`config.mk`:
```
export PLATFORM = sky130hd
export DESIGN_NAME = der_tlv_header_parser_flat
export DESIGN_NICKNAME = d
export VERILOG_FILES = /design/src/sv/dtlv_pkg.sv /design/src/sv/dtlv_if.sv /design/src/sv/der_tlv_header_parser.sv /design/src/sv/dtlv_in_stage.sv /design/src/sv/dtlv_core.sv /design/src/sv/dtlv_out_stage.sv /design/src/flat_wrapper.sv
export SDC_FILE = /design/constraint.sdc
export NUM_CORES = 1
export LEC_CHECK = 0
export ABC_CLOCK_PERIOD_IN_PS = 4340
export BUFFER_PORTS_ARGS = -buffer_cell sky130_fd_sc_hd__buf_4
export CORE_UTILIZATION = 49
export CTS_BUF_LIST = sky130_fd_sc_hd__clkbuf_16
export CTS_CLUSTER_SIZE = 28
export DETAILED_ROUTE_END_ITERATION = 10
export PLACE_DENSITY = 0.71
export RECOVER_POWER = 100
export SETUP_SLACK_MARGIN = 0.3
export SLEW_MARGIN = 40
export SYNTH_ARGS = -nofsm -noshare
export SYNTH_HDL_FRONTEND = slang
export SYNTH_HIERARCHICAL = 1
export SYNTH_SLANG_ARGS = --single-unit
```
`constraint.sdc`:
```
create_clock -name clk -period 4.34 [get_ports clk]
set_input_delay 0.217 -clock clk [delete_from_list [all_inputs] [get_ports clk]]
set_output_delay 0.217 -clock clk [all_outputs]
set_load 0.02 [all_outputs]
```
`src/sv/dtlv_pkg.sv`:
```
`timescale 1ns / 1ps

package dtlv_pkg;

    localparam logic [4:0] TAG_LOW_MASK   = 5'h1f;
    localparam int         TAG_BITS       = 8;
    localparam int         LEN_BITS       = 32;
    localparam int         HSIZE_BITS     = 3;
    localparam int         STATUS_BITS    = 2;

    localparam logic [STATUS_BITS-1:0] ST_OK      = 2'd0;
    localparam logic [STATUS_BITS-1:0] ST_TRUNC   = 2'd1;
    localparam logic [STATUS_BITS-1:0] ST_BADFORM = 2'd2;
    localparam logic [STATUS_BITS-1:0] ST_TOOLONG = 2'd3;

    typedef enum logic [3:0] {
        PH_IDLE     = 4'b0001,
        PH_EXTTAG   = 4'b0010,
        PH_LENLEAD  = 4'b0100,
        PH_LENBYTES = 4'b1000
    } phase_t;

    typedef struct packed {
        logic [7:0]          data_byte;
        logic                first;
        logic [LEN_BITS-1:0] bytes_left;
    } item_t;

    typedef struct packed {
        logic [TAG_BITS-1:0]    tag_byte;
        logic [LEN_BITS-1:0]    value_length;
        logic [HSIZE_BITS-1:0]  header_size;
        logic [STATUS_BITS-1:0] status;
    } res_t;

endpackage

```
`src/sv/dtlv_if.sv`:
```
`timescale 1ns / 1ps

interface dtlv_in_if;
    logic        valid;
    logic        ready;
    logic [7:0]  data_byte;
    logic        first;
    logic [31:0] bytes_left;

    modport source (output valid, output data_byte, output first, output bytes_left,
                    input ready);
    modport sink   (input valid, input data_byte, input first, input bytes_left,
                    output ready);
endinterface

interface dtlv_out_if;
    logic        valid;
    logic        ready;
    logic [7:0]  tag_byte;
    logic [31:0] value_length;
    logic [2:0]  header_size;
    logic [1:0]  status;

    modport source (output valid, output tag_byte, output value_length,
                    output header_size, output status, input ready);
    modport sink   (input valid, input tag_byte, input value_length,
                    input header_size, input status, output ready);
endinterface

```
`src/sv/der_tlv_header_parser.sv`:
```
`timescale 1ns / 1ps

// der tlv header parser
// hdr_bytes: one header byte per request; first marks the identifier byte and
//   carries bytes_left, the bytes left in the enclosing region counting it
// result: one request per finished or failed header with tag_byte,
//   value_length, header_size and status (ok, truncated, bad length form,
//   length exceeds region)
// throughput: one byte per cycle while the result channel is not stalled;
//   the parser step between the input and result registers is combinational
// an accepted byte waits in the input register until the parser step takes
//   it; any result goes into the result register, which drives result
// a stray byte while idle gives no result; a new first byte drops any
//   header in progress
// reset clears both valid flags and the parser state to idle
// when result stalls, the result register holds; hdr_bytes takes one more
//   byte only if the input register is empty, then ready drops until the
//   result is taken
module der_tlv_header_parser
#(
    parameter int MAX_LEN_BYTES = 4
)
(
    input  logic        clk,
    input  logic        rst_n,
    dtlv_in_if.sink     hdr_bytes,
    dtlv_out_if.source  result
);

    dtlv_pkg::item_t in_item;
    dtlv_pkg::item_t item;
    dtlv_pkg::res_t  res;
    dtlv_pkg::res_t  out_res;
    logic            item_valid;
    logic            advance;
    logic            emit;

    assign in_item.data_byte  = hdr_bytes.data_byte;
    assign in_item.first      = hdr_bytes.first;
    assign in_item.bytes_left = hdr_bytes.bytes_left;

    dtlv_in_stage u_in
    (
        .clk        (clk),
        .rst_n      (rst_n),
        .in_valid   (hdr_bytes.valid),
        .in_ready   (hdr_bytes.ready),
        .in_item    (in_item),
        .advance    (advance),
        .item_valid (item_valid),
        .item       (item)
    );

    dtlv_core #(.MAX_LEN_BYTES(MAX_LEN_BYTES)) u_core
    (
        .clk   (clk),
        .rst_n (rst_n),
        .step  (advance),
        .item  (item),
        .emit  (emit),
        .res   (res)
    );

    dtlv_out_stage u_out
    (
        .clk        (clk),
        .rst_n      (rst_n),
        .item_valid (item_valid),
        .emit       (emit),
        .res        (res),
        .advance    (advance),
        .out_valid  (result.valid),
        .out_ready  (result.ready),
        .out_res    (out_res)
    );

    assign result.tag_byte     = out_res.tag_byte;
    assign result.value_length = out_res.value_length;
    assign result.header_size  = out_res.header_size;
    assign result.status       = out_res.status;

endmodule

```
`src/sv/dtlv_in_stage.sv`:
```
`timescale 1ns / 1ps

module dtlv_in_stage
(
    input  logic           clk,
    input  logic           rst_n,
    input  logic           in_valid,
    output logic           in_ready,
    input  dtlv_pkg::item_t in_item,
    input  logic           advance,
    output logic           item_valid,
    output dtlv_pkg::item_t item
);

    logic            valid_reg;
    logic            valid_next;
    dtlv_pkg::item_t item_reg;

    // slot frees when its byte moves on to the parser this cycle
    assign in_ready = !valid_reg || advance;

    always_comb
    begin
        valid_next = valid_reg;
        if (in_ready)
        begin
            valid_next = in_valid;
        end
    end

    always_ff @(posedge clk or negedge rst_n)
    begin
        if (!rst_n)
        begin
            valid_reg <= 1'b0;
        end
        else
        begin
            valid_reg <= valid_next;
        end
    end

    always_ff @(posedge clk)
    begin
        if (in_ready && in_valid)
        begin
            item_reg <= in_item;
        end
    end

    assign item_valid = valid_reg;
    assign item       = item_reg;

endmodule

```
`src/sv/dtlv_core.sv`:
```
`timescale 1ns / 1ps

module dtlv_core
#(
    parameter int MAX_LEN_BYTES = 4
)
(
    input  logic            clk,
    input  logic            rst_n,
    input  logic            step,
    input  dtlv_pkg::item_t item,
    output logic            emit,
    output dtlv_pkg::res_t  res
);

    localparam int LBW = $clog2(MAX_LEN_BYTES + 1);

    dtlv_pkg::phase_t                      phase_reg,  phase_next;
    logic [dtlv_pkg::TAG_BITS-1:0]         tag_reg,    tag_next;
    logic [dtlv_pkg::LEN_BITS-1:0]         region_reg, region_next;
    logic [dtlv_pkg::LEN_BITS-1:0]         acc_reg,    acc_next;
    logic [LBW-1:0]                        lbl_reg,    lbl_next;
    logic [dtlv_pkg::HSIZE_BITS-1:0]       hc_reg,     hc_next;

    logic [dtlv_pkg::LEN_BITS-1:0]   region_dec;
    logic [dtlv_pkg::HSIZE_BITS-1:0] hc_inc;
    logic [6:0]                      lead_n;
    logic [7:0]                      b;

    assign b          = item.data_byte;
    assign region_dec = region_reg - 1'b1;
    assign hc_inc     = hc_reg + 1'b1;
    assign lead_n     = b[6:0];

    always_comb
    begin
        phase_next  = phase_reg;
        tag_next    = tag_reg;
        region_next = region_reg;
        acc_next    = acc_reg;
        lbl_next    = lbl_reg;
        hc_next     = hc_reg;
        emit        = 1'b0;
        res.tag_byte     = tag_reg;
        res.value_length = '0;
        res.header_size  = hc_reg;
        res.status       = dtlv_pkg::ST_TRUNC;

        if (step)
        begin
            if (item.first)
            begin
                acc_next = '0;
                lbl_next = '0;
                if (item.bytes_left == '0)
                begin
                    // empty region: byte not consumed
                    region_next     = '0;
                    tag_next        = '0;
                    hc_next         = '0;
                    phase_next      = dtlv_pkg::PH_IDLE;
                    emit            = 1'b1;
                    res.tag_byte    = '0;
                    res.header_size = '0;
                end
                else
                begin
                    region_next = item.bytes_left - 1'b1;
                    tag_next    = b;
                    hc_next     = dtlv_pkg::HSIZE_BITS'(1);
                    if (b[4:0] == dtlv_pkg::TAG_LOW_MASK)
                    begin
                        phase_next = dtlv_pkg::PH_EXTTAG;
                    end
                    else
                    begin
                        phase_next = dtlv_pkg::PH_LENLEAD;
                    end
                    if (item.bytes_left == dtlv_pkg::LEN_BITS'(1))
                    begin
                        phase_next      = dtlv_pkg::PH_IDLE;
                        emit            = 1'b1;
                        res.tag_byte    = b;
                        res.header_size = dtlv_pkg::HSIZE_BITS'(1);
                    end
                end
            end
            else
            begin
                case (phase_reg)
                    dtlv_pkg::PH_EXTTAG:
                    begin
                        region_next = region_dec;
                        hc_next     = hc_inc;
                        phase_next  = dtlv_pkg::PH_LENLEAD;
                        if (region_dec == '0)
                        begin
                            phase_next      = dtlv_pkg::PH_IDLE;
                            emit            = 1'b1;
                            res.header_size = hc_inc;
                        end
                    end
                    dtlv_pkg::PH_LENLEAD:
                    begin
                        if (b[7])
                        begin
                            if (lead_n == '0 || lead_n > 7'(MAX_LEN_BYTES))
                            begin
                                phase_next = dtlv_pkg::PH_IDLE;
                                emit       = 1'b1;
                                res.status = dtlv_pkg::ST_BADFORM;
                            end
                            else
                            begin
                                region_next = region_dec;
                                hc_next     = hc_inc;
                                acc_next    = '0;
                                lbl_next    = LBW'(lead_n);
                                phase_next  = dtlv_pkg::PH_LENBYTES;
                                if (region_dec == '0)
                                begin
                                    phase_next      = dtlv_pkg::PH_IDLE;
                                    emit            = 1'b1;
                                    res.header_size = hc_inc;
                                end
                            end
                        end
                        else
                        begin
                            // short form completes the header
                            region_next      = region_dec;
                            hc_next          = hc_inc;
                            acc_next         = dtlv_pkg::LEN_BITS'(b);
                            phase_next       = dtlv_pkg::PH_IDLE;
                            emit             = 1'b1;
                            res.header_size  = hc_inc;
                            res.value_length = dtlv_pkg::LEN_BITS'(b);
                            res.status       = (dtlv_pkg::LEN_BITS'(b) > region_dec) ?
                                               dtlv_pkg::ST_TOOLONG : dtlv_pkg::ST_OK;
                        end
                    end
                    dtlv_pkg::PH_LENBYTES:
                    begin
                        region_next = region_dec;
                        hc_next     = hc_inc;
                        acc_next    = {acc_reg[dtlv_pkg::LEN_BITS-9:0], b};
                        lbl_next    = lbl_reg - 1'b1;
                        if (lbl_reg == LBW'(1))
                        begin
                            phase_next       = dtlv_pkg::PH_IDLE;
                            emit             = 1'b1;
                            res.header_size  = hc_inc;
                            res.value_length = acc_next;
                            res.status       = (acc_next > region_dec) ?
                                               dtlv_pkg::ST_TOOLONG : dtlv_pkg::ST_OK;
                        end
                        else if (region_dec == '0)
                        begin
                            phase_next      = dtlv_pkg::PH_IDLE;
                            emit            = 1'b1;
                            res.header_size = hc_inc;
                        end
                    end
                    default:
                    begin
                        // stray byte while idle is dropped
                        phase_next = phase_reg;
                    end
                endcase
            end
        end
    end

    always_ff @(posedge clk or negedge rst_n)
    begin
        if (!rst_n)
        begin
            phase_reg  <= dtlv_pkg::PH_IDLE;
            tag_reg    <= '0;
            region_reg <= '0;
            acc_reg    <= '0;
            lbl_reg    <= '0;
            hc_reg     <= '0;
        end
        else
        begin
            phase_reg  <= phase_next;
            tag_reg    <= tag_next;
            region_reg <= region_next;
            acc_reg    <= acc_next;
            lbl_reg    <= lbl_next;
            hc_reg     <= hc_next;
        end
    end

endmodule

```
`src/sv/dtlv_out_stage.sv`:
```
`timescale 1ns / 1ps

module dtlv_out_stage
(
    input  logic           clk,
    input  logic           rst_n,
    input  logic           item_valid,
    input  logic           emit,
    input  dtlv_pkg::res_t res,
    output logic           advance,
    output logic           out_valid,
    input  logic           out_ready,
    output dtlv_pkg::res_t out_res
);

    logic           valid_reg;
    logic           valid_next;
    dtlv_pkg::res_t res_reg;
    logic           out_free;

    // register is free when empty or being taken this cycle
    assign out_free = !valid_reg || out_ready;
    assign advance  = item_valid && out_free;

    always_comb
    begin
        valid_next = valid_reg;
        if (out_free)
        begin
            valid_next = advance && emit;
        end
    end

    always_ff @(posedge clk or negedge rst_n)
    begin
        if (!rst_n)
        begin
            valid_reg <= 1'b0;
        end
        else
        begin
            valid_reg <= valid_next;
        end
    end

    always_ff @(posedge clk)
    begin
        if (advance && emit)
        begin
            res_reg <= res;
        end
    end

    assign out_valid = valid_reg;
    assign out_res   = res_reg;

endmodule

```
`src/flat_wrapper.sv`:
```
// flat-port wrapper written by rule: the top's interface ports become plain ports
module der_tlv_header_parser_flat 
#(
    parameter int MAX_LEN_BYTES = 4
)
  (clk, rst_n, hdr_bytes_valid, hdr_bytes_data_byte, hdr_bytes_first, hdr_bytes_bytes_left, hdr_bytes_ready, result_valid, result_tag_byte, result_value_length, result_header_size, result_status, result_ready);
  dtlv_in_if hdr_bytes_i ();
  dtlv_out_if result_i ();
  input  logic clk;
  input  logic rst_n;
  input wire logic [$bits(hdr_bytes_i.valid)-1:0] hdr_bytes_valid;
  input wire logic [$bits(hdr_bytes_i.data_byte)-1:0] hdr_bytes_data_byte;
  input wire logic [$bits(hdr_bytes_i.first)-1:0] hdr_bytes_first;
  input wire logic [$bits(hdr_bytes_i.bytes_left)-1:0] hdr_bytes_bytes_left;
  output wire logic [$bits(hdr_bytes_i.ready)-1:0] hdr_bytes_ready;
  output wire logic [$bits(result_i.valid)-1:0] result_valid;
  output wire logic [$bits(result_i.tag_byte)-1:0] result_tag_byte;
  output wire logic [$bits(result_i.value_length)-1:0] result_value_length;
  output wire logic [$bits(result_i.header_size)-1:0] result_header_size;
  output wire logic [$bits(result_i.status)-1:0] result_status;
  input wire logic [$bits(result_i.ready)-1:0] result_ready;
  assign hdr_bytes_i.valid = hdr_bytes_valid;
  assign hdr_bytes_i.data_byte = hdr_bytes_data_byte;
  assign hdr_bytes_i.first = hdr_bytes_first;
  assign hdr_bytes_i.bytes_left = hdr_bytes_bytes_left;
  assign hdr_bytes_ready = hdr_bytes_i.ready;
  assign result_valid = result_i.valid;
  assign result_tag_byte = result_i.tag_byte;
  assign result_value_length = result_i.value_length;
  assign result_header_size = result_i.header_size;
  assign result_status = result_i.status;
  assign result_i.ready = result_ready;
  der_tlv_header_parser #(.MAX_LEN_BYTES(MAX_LEN_BYTES)) u_core (.clk(clk), .rst_n(rst_n), .hdr_bytes(hdr_bytes_i), .result(result_i));
endmodule
```
==> reports/qor.txt <==
Cells after DPL = 1205
RePlAce Congestion = 0.898
CTS tree = done
R2R Setup Slk = 0.34 ns
Synth top cells by count = nand2_1, edfxtp_1, nor2_1, dfrtp_1, o21ai_0
mapped cell area = 0.00910 mm^2
Data arrival, critical path = 4.14 ns
share of post-route cells with drive strength above 1 = 12.3%
clock share of power = 24.2%
average cell area after synthesis = 9.95 um^2
Clock Tree Buf Depth = 2
slowest cell delay on critical path = 0.60 ns
setup violators final = 0
Ys Warns = 6
TritonCTS buffer count = 17
Clock Tree Root = clkbuf_16
dpl ws = 0.285 ns
Final WS setup = 0.342 ns
violated checks = DRC, capacitance limit, slew limit
Cells after Synth = 915
largest net degree at the start of global routing = 77
Routed WL = 22900 um
Starting DRT DRC Count = 654
Starting Density = 50.3%
Slew headroom = -70.5%
Cell Chain, Critical Path = or4_1, or4_4, buf_4, nor4_4, xnor2_1, o2111ai_1, nand4bb_4, a31oi_4, nor2_1, a21oi_1, nand2_1, nor2b_4, buf_12, clkbuf_16
PD cells = 512 mW/mm^2
Synth-to-Final Area Change = 21.4%
# IOs = 92
post-synth top area share = 28.4%
CTS Sinks = 162
Slew Limit Fails = 212
FFs w/ async S/R, synth = 46.9%
via/cell ratio = 5.86
Tcrit/Tclk final = 92.1%
initial antenna violation count = 0
Post-Layout Cell Count = 1291
core area = 0.0181 mm^2
max reg flops = 45
CP max stage cell = or4_1
Antenna Nets Post-Route = 0
hpwl dp = 15400 um
critical path data required time = 4.48 ns
min Tclk post-route = 4.00 ns
startpoint types = register
Chip Height = 138 um
first-pass GRT wire length = 36000 um
Cell Rows = 49
total number of vias = 7565
Buffers & Inverters on Critical Path = 3
Setup CP Type = register to register
Pre-antenna DRT Iters = 8
Die X = 138 um
fmax = 250 MHz
leakage = 0.00433 uW
Post-synth EDFFs = 86
Synth Flop Type = edfxtp_1
CTS H-tree lvls = 4
Hold Vio Cnt, Final = 0
Final #Nets = 1133
sw frac = 37.5%
die area = 0.0191 mm^2
Synth cell types = 68
gr usage total = 23.9%
Int Power = 3530 uW
IO Port Bufs = 91
Top delay family on crit path = simple AND/OR/NAND/NOR gates
Final TNS setup = 0 ns
DRC viols = 24
CP endpoint kind = register
FF+latch count, synth = 162
CP Max Fanout = 11
top post-synthesis cells by area = edfxtp_1, dfrtp_1, ha_1, nand2_1, o21ai_0
Seq pwr share = 42.4%
DR WL/cell = 17.7 um
Worst Hold Class = input pin to register
status = finished, violations left
switching power = 2120 uW
maximum VDD drop = 312 uV
Fin Clk Skew = 0.00760 ns
Comb pwr share = 33.3%
Seq/Total Area, Yosys = 49.3%
vias in the first global route = 6932
Diodes inserted = 0
count leader, synth = nand2_1
worst-margin pin slew = 2.56 ns
RSZ-0062 raised after global routing = false
clk_lat worst skew = 0.43 ns
Synth area leader = edfxtp_1
synthesized netlist net count = 999
Overflow after GRT = 0
Reg clk slew, reported paths = 0.06 ns
max cap viols = 4
==> timing repair <==
action	4_1_cts	5_1_grt
gates resized for setup	3	15
buffers inserted	0	7
hold buffers	43	0
endpoints found under the setup margin	47	47
hold endpoints to repair	117	0
gates cloned	0	4
pin swaps	1	4
==> cells in the final DEF (no fill, tap or decap), types with 8 or more instances in the layout <==
cell             n
o21a_1          17
nand2b_1         9
nor4_1          15
edfxtp_1        86
and2_1          16
nand2_1        107
xor2_1          23
dfrtp_1         75
and3_1           8
clkbuf_1        54
nor2b_1          8
dlygate4sd3_1   43
ha_1            38
nand3_1         12
clkbuf_4        41
or4_1            8
a21o_1          14
clkbuf_16       19
nor2_1          77
xnor2_1         29
inv_1           19
buf_4           19
nor3_1          31
and2_0          18
nand4_1         10
a22o_1          11
o21ai_0         72
o221ai_1         9
or3_1           11
a21oi_1         45
==> cell type report <==
type / instances / area (um^2)
clock inverter: 15 / 106
inverter: 15 / 56.3
tap: 229 / 287
sequential: 162 / 4490
clock buffer: 17 / 425
fill: 1515 / 7040
timing repair buffer: 164 / 1210
multi-input combinational: 689 / 4480
==> cells by family after synthesis <==
kind of cell	synth area share (%)
buffers and inverters	2.87
AOI/OAI and AO/OA	15.1
and+or+nand+nor	21.5
muxes	0.495
DFF	49.3
xor gates and xnor gates	5.39
adders and majority gates	5.36
==> per-stage QoR <==
step           hold WS [ns]  area (um^2)  utilization (%)  total power [uW]
2_1_floorplan       -0.0786         9150                -              3630
3_3_place_gp          0.395        10100             55.8              4150
3_5_place_dp          0.308        10100             55.9              4200
4_1_cts              0.0486        11100             61.3              5610
5_1_grt              0.0820        11000             61.1              5980
6_report             0.0654        11000             61.1              5650
==> worst register-to-register path: stages (launching register included) <==
cell and delay, ns:
dfrtp_1 0.44, or4_1 0.60, or4_4 0.45, buf_4 0.20, nor4_4 0.16, xnor2_1 0.23, o2111ai_1 0.25, nand4bb_4 0.37
a31oi_4 0.23, nor2_1 0.06, a21oi_1 0.14, nand2_1 0.13, nor2b_4 0.15, buf_12 0.14, clkbuf_16 0.17
==> power groups by stage <==
| stage | Clock, uW | Combinational (uW) | Sequential, uW |
|---|---|---|---|
| 2_1_floorplan | 0 | 1370 | 2260 |
| 3_3_place_gp | 0 | 1760 | 2390 |
| 3_5_place_dp | 0 | 1790 | 2400 |
| 4_1_cts | 1390 | 1840 | 2380 |
| 5_1_grt | 1450 | 2080 | 2450 |
| 6_report | 1370 | 1880 | 2400 |
==> layer usage <==
layer	GRT usage (%)	up-vias	share of wire (%)
met3	4.57	30	6.8
met5	0	-	0
met4	7.04	0	1.6
li1	-	3622	-
met1	32.5	3631	44
met2	39.0	282	47
==> path summary, 6_finish.rpt <==
path,startpoint,endpoint,depth (start not counted)
min in group asynchronous,rst_n,u_core/u_core/tag_reg[2]$_DFFE_PN0P_,2
min reg2reg,u_core/u_core/tag_reg[1]$_DFFE_PN0P_,u_core/u_core/tag_reg[1]$_DFFE_PN0P_,2
max,u_core/u_core/region_reg[12]$_DFFE_PN0P_,u_core/u_out/out_res[1]$_DFFE_PP_,14
min,result_ready,u_core/u_out/out_valid$_DFFE_PN0P_,3
max in group asynchronous,rst_n,u_core/u_core/region_reg[13]$_DFFE_PN0P_,2
max reg2reg,u_core/u_core/region_reg[12]$_DFFE_PN0P_,u_core/u_out/out_res[1]$_DFFE_PP_,14
No activity file was read; power rests on OpenSTA's default activity.
